$ cat config.mk
export PLATFORM = sky130hd
export DESIGN_NAME = cht_front
export DESIGN_NICKNAME = d
export VERILOG_FILES = /design/src/cht_pkg.sv /design/src/cht_front.sv
export SDC_FILE = /design/constraint.sdc
export NUM_CORES = 2
export LEC_CHECK = 0
export ABC_AREA = 0
export BUFFER_PORTS_ARGS = -buffer_cell sky130_fd_sc_hd__buf_2
export CELL_PAD_IN_SITES_DETAIL_PLACEMENT = 0
export CELL_PAD_IN_SITES_GLOBAL_PLACEMENT = 1
export CORE_ASPECT_RATIO = 0.5
export CORE_MARGIN = 3
export CORE_UTILIZATION = 47
export DETAILED_ROUTE_END_ITERATION = 10
export GPL_TIMING_DRIVEN = 0
export PLACE_DENSITY_LB_ADDON = 0.1
export REMOVE_ABC_BUFFERS = 1
export SLEW_MARGIN = 10
export SYNTH_ARGS = -nofsm -noshare
export SYNTH_HDL_FRONTEND = slang
export SYNTH_SLANG_ARGS = --single-unit
$ cat constraint.sdc
create_clock -name clk_i -period 13.1 [get_ports clk_i]
set_input_delay 0.655 -clock clk_i [delete_from_list [all_inputs] [get_ports clk_i]]
set_output_delay 0.655 -clock clk_i [all_outputs]
set_load 0.02 [all_outputs]
$ cat src/cht_pkg.sv
// ----------------------------------------------------------------------------
// cht_pkg
// Shared types and constants of the chained hash table engine.
// ----------------------------------------------------------------------------
package cht_pkg;

  localparam int unsigned KeyW = 31;
  localparam int unsigned IdxW = 10;
  localparam int unsigned CntW = 4;
  localparam int unsigned RecW = 25;

  // Divisors are one bit wider than a bucket index.
  localparam logic [IdxW:0] Dec100 = 11'd100;
  localparam logic [IdxW:0] Dec1000 = 11'd1000;

  // Reciprocals floor(2^31 / d); the estimated quotient is at most one short.
  localparam logic [RecW-1:0] Rec100 = 25'd21474836;
  localparam logic [RecW-1:0] Rec1000 = 25'd2147483;

  localparam logic OP_INSERT = 1'b0;
  localparam logic OP_REMOVE = 1'b1;

  localparam logic [1:0] ST_INSERTED = 2'd0;
  localparam logic [1:0] ST_REMOVED = 2'd1;
  localparam logic [1:0] ST_NOT_FOUND = 2'd2;
  localparam logic [1:0] ST_FULL = 2'd3;

  localparam logic [1:0] MODE_MOD = 2'd0;
  localparam logic [1:0] MODE_DEC = 2'd1;
  localparam logic [1:0] MODE_FOLD = 2'd2;
  localparam logic [1:0] MODE_RSVD = 2'd3;

  localparam logic [2:0] REG_HASH_MODE = 3'd0;

  typedef struct packed {
    logic            req_type;
    logic [KeyW-1:0] key;
  } in_t;

  typedef struct packed {
    logic [IdxW-1:0] bucket_index;
    logic [1:0]      status;
  } out_t;

  typedef struct packed {
    logic            op;
    logic [KeyW-1:0] key;
    logic [IdxW-1:0] bucket;
  } item_t;

endpackage

$ cat src/cht_front.sv
// ----------------------------------------------------------------------------
// cht_front
// Accepts requests and computes the bucket by reciprocal multiplication,
// one multiply, one subtract and one correction step per pass.
// ----------------------------------------------------------------------------
module cht_front #(
  parameter int unsigned NUM_BUCKETS = 100
) (
  input  logic           clk_i,
  input  logic           rst_ni,
  input  logic           enable_i,
  input  logic [1:0]     hash_mode_i,
  input  logic           in_valid_i,
  output logic           in_ready_o,
  input  cht_pkg::in_t   in_data_i,
  output logic           item_valid_o,
  input  logic           item_ready_i,
  output cht_pkg::item_t item_o
);

  localparam logic [cht_pkg::IdxW:0] NbM = (cht_pkg::IdxW + 1)'(NUM_BUCKETS);
  localparam logic [cht_pkg::RecW-1:0] RecNb =
    (cht_pkg::RecW)'((64'd1 << 31) / 64'(NUM_BUCKETS));

  typedef enum logic [4:0] {
    F_IDLE = 5'b00001,
    F_MUL  = 5'b00010,
    F_SUB  = 5'b00100,
    F_FIX  = 5'b01000,
    F_PUSH = 5'b10000
  } fstate_e;

  fstate_e                  state_q, state_d;
  logic                     op_q, op_d;
  logic [cht_pkg::KeyW-1:0] key_q, key_d;
  logic                     fold_q, fold_d;
  logic [31:0]              v_q, v_d;
  logic [cht_pkg::IdxW:0]   div_q, div_d;
  logic [cht_pkg::RecW-1:0] rec_q, rec_d;
  logic [cht_pkg::RecW-1:0] qe_q, qe_d;
  logic [cht_pkg::IdxW:0]   re_q, re_d;
  logic [cht_pkg::IdxW-1:0] bkt_q, bkt_d;

  logic [31+cht_pkg::RecW:0] prod;
  logic [31:0]               qd, diff;
  logic [cht_pkg::IdxW:0]    r_fix;
  logic [cht_pkg::RecW-1:0]  q_fix;

  // The estimated quotient is exact or one short, so the remainder estimate
  // lies below twice the divisor and one compare and subtract finishes it.
  always_comb begin
    prod = (32 + cht_pkg::RecW)'(v_q) * (32 + cht_pkg::RecW)'(rec_q);
    qd = 32'(qe_q) * 32'(div_q);
    diff = v_q - qd;
    if (re_q >= div_q) begin
      r_fix = re_q - div_q;
      q_fix = qe_q + (cht_pkg::RecW)'(1);
    end else begin
      r_fix = re_q;
      q_fix = qe_q;
    end
  end

  always_comb begin
    state_d = state_q;
    op_d = op_q;
    key_d = key_q;
    fold_d = fold_q;
    v_d = v_q;
    div_d = div_q;
    rec_d = rec_q;
    qe_d = qe_q;
    re_d = re_q;
    bkt_d = bkt_q;
    case (state_q)
      F_IDLE: begin
        if (in_valid_i && enable_i) begin
          op_d = in_data_i.req_type;
          key_d = in_data_i.key;
          v_d = {1'b0, in_data_i.key};
          case (hash_mode_i)
            cht_pkg::MODE_DEC: begin
              div_d = cht_pkg::Dec100;
              rec_d = cht_pkg::Rec100;
              fold_d = 1'b0;
            end
            cht_pkg::MODE_FOLD: begin
              div_d = cht_pkg::Dec1000;
              rec_d = cht_pkg::Rec1000;
              fold_d = 1'b1;
            end
            default: begin
              div_d = NbM;
              rec_d = RecNb;
              fold_d = 1'b0;
            end
          endcase
          state_d = F_MUL;
        end
      end
      F_MUL: begin
        qe_d = prod[31 +: cht_pkg::RecW];
        state_d = F_SUB;
      end
      F_SUB: begin
        re_d = diff[cht_pkg::IdxW:0];
        state_d = F_FIX;
      end
      F_FIX: begin
        if (fold_q) begin
          // Fold the quotient by 1000 onto the remainder, then reduce again.
          v_d = 32'(q_fix) + 32'(r_fix);
          div_d = NbM;
          rec_d = RecNb;
          fold_d = 1'b0;
          state_d = F_MUL;
        end else begin
          bkt_d = r_fix[cht_pkg::IdxW-1:0];
          state_d = F_PUSH;
        end
      end
      F_PUSH: begin
        if (item_ready_i) begin
          state_d = F_IDLE;
        end
      end
      default: state_d = F_IDLE;
    endcase
  end

  always_ff @(posedge clk_i or negedge rst_ni) begin
    if (!rst_ni) begin
      state_q <= F_IDLE;
    end else begin
      state_q <= state_d;
    end
  end

  always_ff @(posedge clk_i) begin
    op_q <= op_d;
    key_q <= key_d;
    fold_q <= fold_d;
    v_q <= v_d;
    div_q <= div_d;
    rec_q <= rec_d;
    qe_q <= qe_d;
    re_q <= re_d;
    bkt_q <= bkt_d;
  end

  assign in_ready_o = (state_q == F_IDLE) && enable_i;
  assign item_valid_o = (state_q == F_PUSH);
  assign item_o = '{op: op_q, key: key_q, bucket: bkt_q};

endmodule

==> results by group <==
Status
  – Run status: finished clean

Timing
  – Fmax: 111 MHz
  – Final critical-path required period: 9.04 ns
  – Slew margin rel.: 0.353
  – Final Hold Fails: 0
  – RSZ-0062 raised after global routing: no
  – Worst hold margin: 0.0390 ns
  – Worst-Margin Slew: 0.955 ns
  – Final period utilization: 0.690
  – Final setup viols: 0
  – Setup Skew: 0.0132 ns
  – Max Slew Vio Count: 0
  – Sum Neg Setup Slack: 0 ns

Clock network
  – Worst skew pair latency: 0.42 ns
  – TritonCTS Sinks: 117
  – Clock Tree Buf Depth: 2
  – Postcts setup bufs: 0
  – CTS tree: done
  – Clock root cell: clkbuf_16
  – Hold_buf cts: 0
  – CTS H-tree lvls: 4
  – TritonCTS Buffers: 17
  – CTS clock-pin slew for the worst setup and hold paths: 0.06 ns
  – Post-CTS resize count: 0

Synthesis
  – Top post-synthesis cells by area: fa_1, ha_1, edfxtp_1, inv_1, xnor2_1
  – Most numerous cell in the Yosys netlist: inv_1
  – Yosys reg bits: 117
  – Share of synthesized registers carrying an async set or reset: 0.0427
  – Post-synthesis sequential area ratio: 0.143
  – Top FF cell, synth: edfxtp_1
  – Synth warnings: 0
  – Synth top area share: 0.352
  – Mapped Cells: 2419
  – Largest area contributor in the netlist: fa_1
  – Post-synth EDFFs: 112
  – Post-synth top cells: inv_1, fa_1, ha_1
  – Yosys cell types: 82
  – Syn Area/Cell: 10.1 um2
  – Synthesized area: 24500 um2

Setup path
  – Crit Path Class: reg2reg
  – R2R setup slack: 4.06 ns
  – Critical path capture point type: flip-flop
  – CP Capture Point: qe_q[18]
  – Worst Setup SP: div_q[2]
  – WP data required: 13.26 ns
  – Crit-path max FO: 28
  – R2R Path End: qe_q[18]
  – CP startpoint kind: flip-flop
  – WP data arrival: 9.20 ns
  – FF-to-FF path depth: 27
  – Reg-to-Reg Start: div_q[2]

Detailed routing
  – Drt pass-1 iters: 5
  – Vias: 16500
  – Wirelength per Cell: 20.6 um
  – Final wirelength: 65.7 mm
  – Drt drc: 0
  – Routed vias/inst: 5.16
  – Iteration-0 DRC Markers: 1015
  – DRT antenna net count: 0

Floorplanning
  – DIE AREA: 55000 um2
  – Core Rows: 58
  – # IOs: 83
  – Die width: 329 um
  – Die Height: 167 um
  – Initial Util: 0.482
  – Area of the core: 50800 um2

Flow run
  – Maxcap violations: 0

Cells and area
  – Area delta synth->final: 7.62%
  – Layout cell share with drive strength beyond 1: 0.0719
  – Nets: 3340
  – Layout Cells excl Fill: 3192
  – Cell area after layout: 26300 um2
  – Diode count: 0

Global routing
  – Total grt overflow: 0
  – Antenna violations before repair: 4
  – First-pass GRT wire length: 103 mm
  – Largest net degree at the start of global routing: 65
  – GR Util All Layers: 0.251
  – Vias in the first global route: 17700

Placement
  – Dpl cell area: 25800 um2
  – Dpl cells: 3160
  – # port buffers: 82
  – Hpwl dp: 57.7 mm
  – Placer's final routability congestion estimate: 0.928

Min path
  – Worst min-delay path class: in2async
-- kinds of logic (layout without fill, tap and decap cells) --
family / count (synthesis) / in the layout / share of synthesized area
adder cells (fa/ha/maj): 812 / 812 / 0.547
buffers and inverters: 727 / 810 / 0.112
AND/OR/NAND/NOR: 389 / 389 / 0.0829
AO/OA/AOI/OAI: 227 / 227 / 0.0617
XOR/XNOR: 144 / 144 / 0.0522
flip-flops: 117 / 117 / 0.143
multiplexers: 3 / 3 / 0.00123
-- registers in the layout (all words and copies together) (netlist names) --
signal and count:
fold_q 1, re_q 11, key_q 31, v_q 31, div_q 2, qe_q 25, state_q 5, op_q 1
bkt_q 10
-- per-stage QoR --
stage / worst slack (ns) / utilization
floorplan: 5.69 / -
global placement: 2.48 / 0.503
detailed placement: 4.20 / 0.507
CTS: 4.15 / 0.518
global route: 3.72 / 0.518
finish: 4.06 / 0.518
-- worst max-delay path: stages, from the launching register on --
cell	delay [ns]
edfxtp_1	0.64
buf_16	0.27
buf_8	0.17
nand2_1	0.17
clkinv_1	0.35
xnor2_1	0.42
nor2b_1	0.10
ha_1	0.21
or2_2	0.30
ha_1	0.34
fa_1	0.59
fa_1	0.45
fa_1	0.41
fa_1	0.51
inv_1	0.05
fa_1	0.57
inv_1	0.07
ha_1	0.31
nand3_1	0.17
nor3_1	0.47
o211ai_1	0.15
a21oi_1	0.64
nor2_1	0.23
a31oi_4	0.33
o21ai_1	0.19
o21ai_2	0.25
o221ai_1	0.19
xnor2_1	0.16
-- placed cells by master, fill, tap and decap left out, types with 5 or more instances in the layout --
master	instances
clkinv_4	5
and2_1	50
xor2_1	37
nand2_1	134
fa_1	430
xnor2_1	105
a211oi_1	5
nor3_1	10
o21ai_0	36
nand4_1	12
clkbuf_16	17
and4_1	6
a31oi_1	5
o21bai_1	5
inv_1	682
o211ai_1	8
nor2_1	71
nand2b_1	10
and3_1	18
or2_2	15
nor2b_1	15
ha_1	382
a21oi_1	76
o21ai_1	10
edfxtp_1	112
a21o_1	30
nand3_1	14
buf_2	82
-- final cells by class --
cell class / count / area [um2]
Clock inverter: 13 / 135
Sequential cell: 117 / 3490
Fill cell: 4810 / 24500
Inverter: 686 / 2570
Tap cell: 690 / 863
Multi-Input combinational cell: 1575 / 18300
Timing Repair Buffer: 92 / 561
Clock buffer: 19 / 433
-- routing by layer --
layer  wire length (um)  track usage  vias to the layer above  part of all wire
met4               1040       0.0443                        4             0.016
met1              32100        0.381                     8386              0.49
met3               4060       0.0448                       56             0.062
met2              28500        0.381                      358              0.43
met5                 26            0                        -           0.00040
li1                   -            -                     7651                 -
-- worst min-delay path by stage --
stage           start          to  slack (ns)  depth (start not counted)
4_1_cts        rst_ni  state_q[1]        0.02                          1
3_5_place_dp   rst_ni  state_q[4]        0.48                          1
6_report       rst_ni  state_q[4]        0.04                          1
5_1_grt        rst_ni  state_q[4]        0.03                          1
3_3_place_gp   rst_ni  state_q[4]        0.48                          1
2_1_floorplan  rst_ni  state_q[1]        0.36                          0
Power is left out: the tool's default activity adds up to more than one toggle a clock period on the data nets, which glitch-free logic cannot reach.
