[src/cht_pkg.sv]
// ----------------------------------------------------------------------------
// cht_pkg
// Shared types and constants of the chained hash table engine.
// ----------------------------------------------------------------------------
package cht_pkg;

  localparam int unsigned KeyW = 31;
  localparam int unsigned IdxW = 10;
  localparam int unsigned CntW = 4;
  localparam int unsigned RecW = 25;

  // Divisors are one bit wider than a bucket index.
  localparam logic [IdxW:0] Dec100 = 11'd100;
  localparam logic [IdxW:0] Dec1000 = 11'd1000;

  // Reciprocals floor(2^31 / d); the estimated quotient is at most one short.
  localparam logic [RecW-1:0] Rec100 = 25'd21474836;
  localparam logic [RecW-1:0] Rec1000 = 25'd2147483;

  localparam logic OP_INSERT = 1'b0;
  localparam logic OP_REMOVE = 1'b1;

  localparam logic [1:0] ST_INSERTED = 2'd0;
  localparam logic [1:0] ST_REMOVED = 2'd1;
  localparam logic [1:0] ST_NOT_FOUND = 2'd2;
  localparam logic [1:0] ST_FULL = 2'd3;

  localparam logic [1:0] MODE_MOD = 2'd0;
  localparam logic [1:0] MODE_DEC = 2'd1;
  localparam logic [1:0] MODE_FOLD = 2'd2;
  localparam logic [1:0] MODE_RSVD = 2'd3;

  localparam logic [2:0] REG_HASH_MODE = 3'd0;

  typedef struct packed {
    logic            req_type;
    logic [KeyW-1:0] key;
  } in_t;

  typedef struct packed {
    logic [IdxW-1:0] bucket_index;
    logic [1:0]      status;
  } out_t;

  typedef struct packed {
    logic            op;
    logic [KeyW-1:0] key;
    logic [IdxW-1:0] bucket;
  } item_t;

endpackage

[src/cht_fifo.sv]
// ----------------------------------------------------------------------------
// cht_fifo
// Two-entry queue of hashed requests between the front and back parts.
// ----------------------------------------------------------------------------
module cht_fifo (
  input  logic           clk_i,
  input  logic           rst_ni,
  input  logic           wr_valid_i,
  output logic           wr_ready_o,
  input  cht_pkg::item_t wr_data_i,
  output logic           rd_valid_o,
  input  logic           rd_ready_i,
  output cht_pkg::item_t rd_data_o
);

  cht_pkg::item_t ent_q [2];
  logic           wp_q, rp_q;
  logic [1:0]     cnt_q;
  logic           push, pop;

  assign wr_ready_o = (cnt_q != 2'd2);
  assign rd_valid_o = (cnt_q != 2'd0);
  assign push = wr_valid_i && wr_ready_o;
  assign pop = rd_valid_o && rd_ready_i;
  assign rd_data_o = ent_q[rp_q];

  always_ff @(posedge clk_i or negedge rst_ni) begin
    if (!rst_ni) begin
      wp_q <= 1'b0;
      rp_q <= 1'b0;
      cnt_q <= '0;
    end else begin
      if (push) begin
        wp_q <= ~wp_q;
      end
      if (pop) begin
        rp_q <= ~rp_q;
      end
      cnt_q <= cnt_q + {1'b0, push} - {1'b0, pop};
    end
  end

  always_ff @(posedge clk_i) begin
    if (push) begin
      ent_q[wp_q] <= wr_data_i;
    end
  end

endmodule

[config.mk]
export PLATFORM = sky130hd
export DESIGN_NAME = cht_fifo
export DESIGN_NICKNAME = d
export VERILOG_FILES = /design/src/cht_pkg.sv /design/src/cht_fifo.sv
export SDC_FILE = /design/constraint.sdc
export NUM_CORES = 1
export LEC_CHECK = 0
export ABC_CLOCK_PERIOD_IN_PS = 3500
export BUFFER_PORTS_ARGS = -buffer_cell sky130_fd_sc_hd__buf_2
export CAP_MARGIN = 10
export CORE_ASPECT_RATIO = 0.9
export CORE_MARGIN = 1
export CORE_UTILIZATION = 45
export CTS_CLUSTER_DIAMETER = 200
export CTS_CLUSTER_SIZE = 16
export DETAILED_ROUTE_END_ITERATION = 8
export PLACE_DENSITY_LB_ADDON = 0.1
export SLEW_MARGIN = 20
export SYNTH_ARGS = -nofsm -noshare
export SYNTH_HDL_FRONTEND = slang
export SYNTH_SLANG_ARGS = --single-unit
[constraint.sdc]
create_clock -name clk_i -period 3.5 [get_ports clk_i]
set_input_delay 0.35 -clock clk_i [delete_from_list [all_inputs] [get_ports clk_i]]
set_output_delay 0.35 -clock clk_i [all_outputs]
set_load 0.1 [all_outputs]
==> summary.md, run 1 <==
| Metric | Value |
|---|---|
| Max-Cap Viols | 0 |
| Mapped cell area | 3400 um^2 |
| Global-route wire length before repair | 8.03 mm |
| Post-Synth Adder-Cell Area | 0.737% |
| CTS H-tree lvls | 3 |
| TritonCTS Buffers | 9 |
| Synth Area in Simple Gates | 1.03% |
| Synth-to-layout area growth | 21.9% |
| Synth Area in Compound Gates | 0% |
| Gr usage total | 14.1% |
| Initial antenna violation count | 0 |
| Post-DP HPWL | 3.30 mm |
| CTS tree | yes |
| Tmin final | 2340 ps |
| RR Startpoint | cnt_q[1] |
| RePlAce Congestion | 0.722 |
| Core box area | 7180 um^2 |
| Status | completed |
| Post-synth top area share | 74.3% |
| Detail Route Antenna Nets | 0 |
| Drt drc | 0 |
| Starting DRC count in detailed routing | 73 |
| Antenna cells | 0 |
| Synth Area in XOR/XNOR | 1.03% |
| Worst-path maximum fanout | 29 |
| Overflow after GRT | 0 |
| Synth Area per Inst | 23.0 um^2 |
| Mux contribution to synthesized area | 18.2% |
| Die height | 84.4 um |
| Syn Nets | 196 |
| Drt pass-1 iters | 4 |
| Syn Inst Count | 148 |
| Num rows | 29 |
| Largest family of logic cells by synthesized area | multiplexers |
| Tcrit/Tclk final | 66.9% |
| Setup crit start | rp_q |
| Cts hold-fix bufs | 1 |
| Worst setup EP type | output port |
| IO Pins | 90 |
| Yosys warns | 0 |
| Total wire length | 5.07 mm |
| FF-to-FF setup slack | 1610 ps |
| Min-delay src | wr_data_i[9] |
| Share of layout cells above drive strength 1 | 59.9% |
| Total number of vias | 1619 |
| Setup TNS | 0 ps |
| Crit path DAT | 1990 ps |
| Hold Crit Depth | 1 |
| Clock latency on the worst-skew pair | 340 ps |
| FMAX | 427 MHz |
| Sequential share of the synthesized area | 77.2% |
| Die Area | 7900 um^2 |
| CTS Buffer Depth | 2 |
| Starting Density | 47.3% |
| Most frequent cells in the layout | buf_2 (89), edfxtp_1 (84), mux2_4 (39) |
| Drt wl/cell | 14.7 um |
| Final Hold Fails | 0 |
| Slew @ Worst Pin | 1000 ps |
| Post-cts sizing count | 0 |
| Die width | 93.6 um |
| Endpoint, Worst Hold | ent_q[1][9] |
| Yosys reg bits | 88 |
| Number of clock sinks | 88 |
| Via count of the first global-routing pass | 1703 |
| Worst r2r dst | ent_q[0][20] |
| Top post-synthesis cells by area | edfxtp_1 (74%), mux2_4 (17%), dfrtp_1 (2.9%), buf_6 (1.7%), mux2_2 (0.99%) |
| RSZ-0062 raised after global routing | no |
| Most common cell after layout, fill and taps aside | buf_2 |
| Largest net degree at the start of global routing | 43 |
| Vias per cell | 4.69 |
| Slew headroom | 33.1% |
| Distinct cells, synth | 15 |
| Max Slew Vio Count | 0 |
| Worst-path clk slew | 80 ps |
| CP Data Required Time | 3150 ps |
| Setup crit start kind | flop |
| Final nets | 295 |
| CTS root buf | clkbuf_8 |
| I/O Buffers | 89 |
| Clock Skews | 5.45 ps |
| Post-CTS Setup Bufs | 0 |
| HP Class | input port to flop |
| Reg2Reg Depth | 4 |
| Kind of critical path | flop to output port |
| Largest area contributor in the netlist | edfxtp_1 |
| Setup violators final | 0 |
==> stage by stage <==
stage / area [um^2] / util [%] / hold slack, ps / setup slack (ps) / std cells
after global routing: 4140 / 57.6 / 168 / 1050 / 345
after CTS: 4140 / 57.6 / 169 / 1110 / 345
after global placement: 3950 / 54.9 / 165 / 1500 / 328
final: 4140 / 57.6 / 189 / 1160 / 345
after floorplan: 3400 / - / 54.4 / 542 / 148
after detailed placement: 3950 / 54.9 / 166 / 1500 / 328
==> state kept, by name, indices dropped and copies added (netlist names) <==
| signal | cells |
|---|---|
| cnt_q | 2 |
| ent_q | 84 |
| wp_q | 1 |
| rp_q | 1 |
==> worst max-delay path by stage <==
| stage | slack [ps] | cells after the start | end |
|---|---|---|---|
| 6_report | 1160 | 3 | rd_data_o[1] |
| 5_1_grt | 1050 | 3 | rd_data_o[1] |
| 4_1_cts | 1110 | 3 | rd_data_o[1] |
| 3_5_place_dp | 1500 | 3 | rd_data_o[41] |
| 3_3_place_gp | 1500 | 3 | rd_data_o[1] |
| 2_1_floorplan | 540 | 3 | ent_q[0][0] |
==> kinds of logic (layout without fill, tap and decap cells) <==
| group | count (synthesis) | count (layout) |
|---|---|---|
| xor gates and xnor gates | 4 | 4 |
| adders and majority gates | 2 | 2 |
| buffers and inverters | 6 | 110 |
| DFF | 88 | 88 |
| muxes | 42 | 42 |
| and+or+nand+nor | 6 | 6 |
==> layer usage <==
metal / wire (um) / global-route usage, % / share of wire, %
met2: 2490 / 22.5 / 49
met5: 0 / 0 / 0
met1: 2130 / 17.3 / 42
met4: 116 / 7.97 / 2.3
met3: 335 / 4.08 / 6.6
==> worst max-delay path, stage by stage, from the launching register on <==
cell	delay (ps)
dfrtp_2	680
buf_12	310
mux2_2	360
buf_2	290
==> cells in the mapped netlist (all sizes together) <==
cell	count
and2	1
xor2	1
and3	1
nand2b	1
mux2	42
dfrtp	4
nor2	1
buf	5
xnor2	3
inv	1
ha	2
edfxtp	84
nand2	1
or2	1
==> cell type report <==
cell class                      instances  area (um^2)
Fill cell                             581         3040
Clock inverter                          4         47.5
Clock buffer                           12          135
Tap cell                               93          116
Inverter                                1         3.75
Sequential cell                        88         2620
Multi-Input combinational cell         54          723
Timing Repair Buffer                   93          490
Power of run 1 is not shown: default switching activity piles up to over one toggle a cycle in this logic, so the estimate is an artifact.
==> run 2, diff against run 1 <==
ABC_CLOCK_PERIOD_IN_PS = 2000   (was 3500)
clock period = 2 ns   (was 3.5 ns; I/O delays follow)
==> run 2 against run 1 <==
Effect of this change: die area unchanged; wire length decreased by 1.7%; critical path type unchanged; via count decreased by 0.62%.
==> summary.md, run 2 (synthesis gave the netlist of run 1 again) <==
| Metric | Value |
|---|---|
| Status | completed |
| Overflow after GRT | 0 (unchanged) |
| Max Slew Vio Count | 0 (unchanged) |
| Initial antenna violation count | 0 (unchanged) |
| Tcrit/Tclk final | 94.6% |
| Max incr delay on CP | 390 ps (-290 ps) |
| Post-route setup slack | 109 ps (-1050 ps) |
| Detail Route Antenna Nets | 0 (unchanged) |
| Placement Setup Slack | 295 ps (-1210 ps) |
| IO Pins | 90 (unchanged) |
| Core Util, Final | 58.6% (+0.96 points) |
| Antenna cells | 0 (unchanged) |
| Post-DP HPWL | 3.34 mm (+1.3%) |
| Die height | 84.4 um (unchanged) |
| Most frequent cells in the layout | buf_2 (89), edfxtp_1 (84), mux2_4 (39) |
| CP Cell Sequence | buf_12, mux2_2, buf_2 |
| Core box area | 7180 um^2 (unchanged) |
| Max FFs per register | 84 (unchanged) |
| CTS Buffer Depth | 2 (unchanged) |
| Starting Density | 47.3% (unchanged) |
| Slew @ Worst Pin | 507 ps (-497 ps) |
| Post-Layout Inst Area | 4210 um^2 (+1.7%) |
| Final nets | 298 (+1.0%) |
| Setup violators final | 0 (unchanged) |
| I/O Buffers | 89 (unchanged) |
| Starting DRC count in detailed routing | 51 (-30%) |
| TritonCTS Buffers | 9 (unchanged) |
| Worst Path Buf+Inv | 2 (unchanged) |
| Drt pass-1 iters | 3 (-1) |
| Post-DP Area | 4010 um^2 (+1.5%) |
| Tmin final | 1890 ps |
| CTS tree | yes |
| CP Data Required Time | 1800 ps (-1350 ps) |
| Max-Cap Viols | 0 (unchanged) |
| Post-CTS Setup Bufs | 0 (unchanged) |
| Worst setup EP type | output port |
| Gr usage total | 13.9% (-0.20 points) |
| Drt wl/cell | 14.3 um (-2.6%) |
| Fill cell count | 564 (-2.9%) |
| Final Hold Fails | 0 (unchanged) |
| Total wire length | 4.98 mm (-1.7%) |
| Share of layout cells above drive strength 1 | 62.4% (+2.4 points) |
| Crit-path slowest cell | dfrtp_2 |
| Crit path DAT | 1690 ps (-300 ps) |
| Clock latency on the worst-skew pair | 340 ps (about the same) |
| Setup crit start kind | flop |
| Via count of the first global-routing pass | 1676 (-1.6%) |
| RSZ-0062 raised after global routing | no |
| FMAX | 529 MHz |
| Slew headroom | 66.5% (+33 points) |
| Most flops, register | ent_q |
| Synth-to-layout area growth | 23.9% |
| HP Class | input port to flop |
| Worst-path maximum fanout | 34 (+17%) |
| Kind of critical path | flop to output port |
| Drt drc | 0 (unchanged) |
| Die Area | 7900 um^2 (unchanged) |
| Num rows | 29 (unchanged) |
| Largest net degree at the start of global routing | 35 (-19%) |
| Vias per cell | 4.62 (-1.5%) |
| Die width | 93.6 um (unchanged) |
| Top flop regs | ent_q (84), cnt_q (2) |
| Setup TNS | 0 ps (unchanged) |
| Global-route wire length before repair | 7.96 mm (-0.86%) |
| Number of clock sinks | 88 (unchanged) |
| CTS root buf | clkbuf_8 |
| Top delay family on crit path | buffers and inverters |
| Clock Skews | 6.87 ps (+1.42 ps) |
| Total number of vias | 1609 (-0.62%) |
| RePlAce Congestion | 0.720 (-0.25%) |
| Most common cell after layout, fill and taps aside | buf_2 |
| Worst-path clk slew | 80 ps (about the same) |
| CTS H-tree lvls | 3 (unchanged) |
run 2: through the flow:
stage          hold slack, ps  std cells
5_1_grt                  16.3        348
6_report                 40.6        348
3_3_place_gp             12.9        331
2_1_floorplan           -95.6        148
3_5_place_dp             14.9        331
4_1_cts                  18.2        348
run 2: routing by layer:
layer  up-vias  global-route usage (%)  share of wire [%]
met2        56                    23.3                 49
met5         -                       0                  0
met4         0                    7.97                2.1
met3        10                    4.35                6.0
met1       767                    15.7                 42
li1        776                       -                  -
run 2: final timing paths:
check,start,to,slack [ps],cells past startpoint
max,rp_q,rd_data_o[41],110,3
min,wr_data_i[31],ent_q[0][31],40,1
max reg2reg,cnt_q[1],cnt_q[1],280,7
min reg2reg,cnt_q[0],cnt_q[0],540,1
max in group asynchronous,rst_ni,rp_q,1670,2
min in group asynchronous,rst_ni,wp_q,190,2
run 2: cell type report:
cell class	instances	area [um^2]	share of cell area [%]
well taps	93	116	2.76
clock buffers	9	124	2.94
flip-flops and latches	88	2620	62.3
inverters	1	3.75	0.0892
repair buffers	96	538	12.8
multi-input cells	54	733	17.4
clock inverters	7	70.1	1.66
run 2: worst reg2reg max path: stages, from the launching register on:
cell     delay, ps
dfrtp_1        430
or2_4          260
and2_4         160
ha_1           270
inv_1           40
ha_1           180
xnor2_1        170
xnor2_1        130
run 2: what timing repair did:
item | CTS | global route
gates resized for setup | 0 | 0
endpoints found under the hold margin | 4 | 0
hold buffers | 1 | 0
Power of run 2 is left out for the same reason.
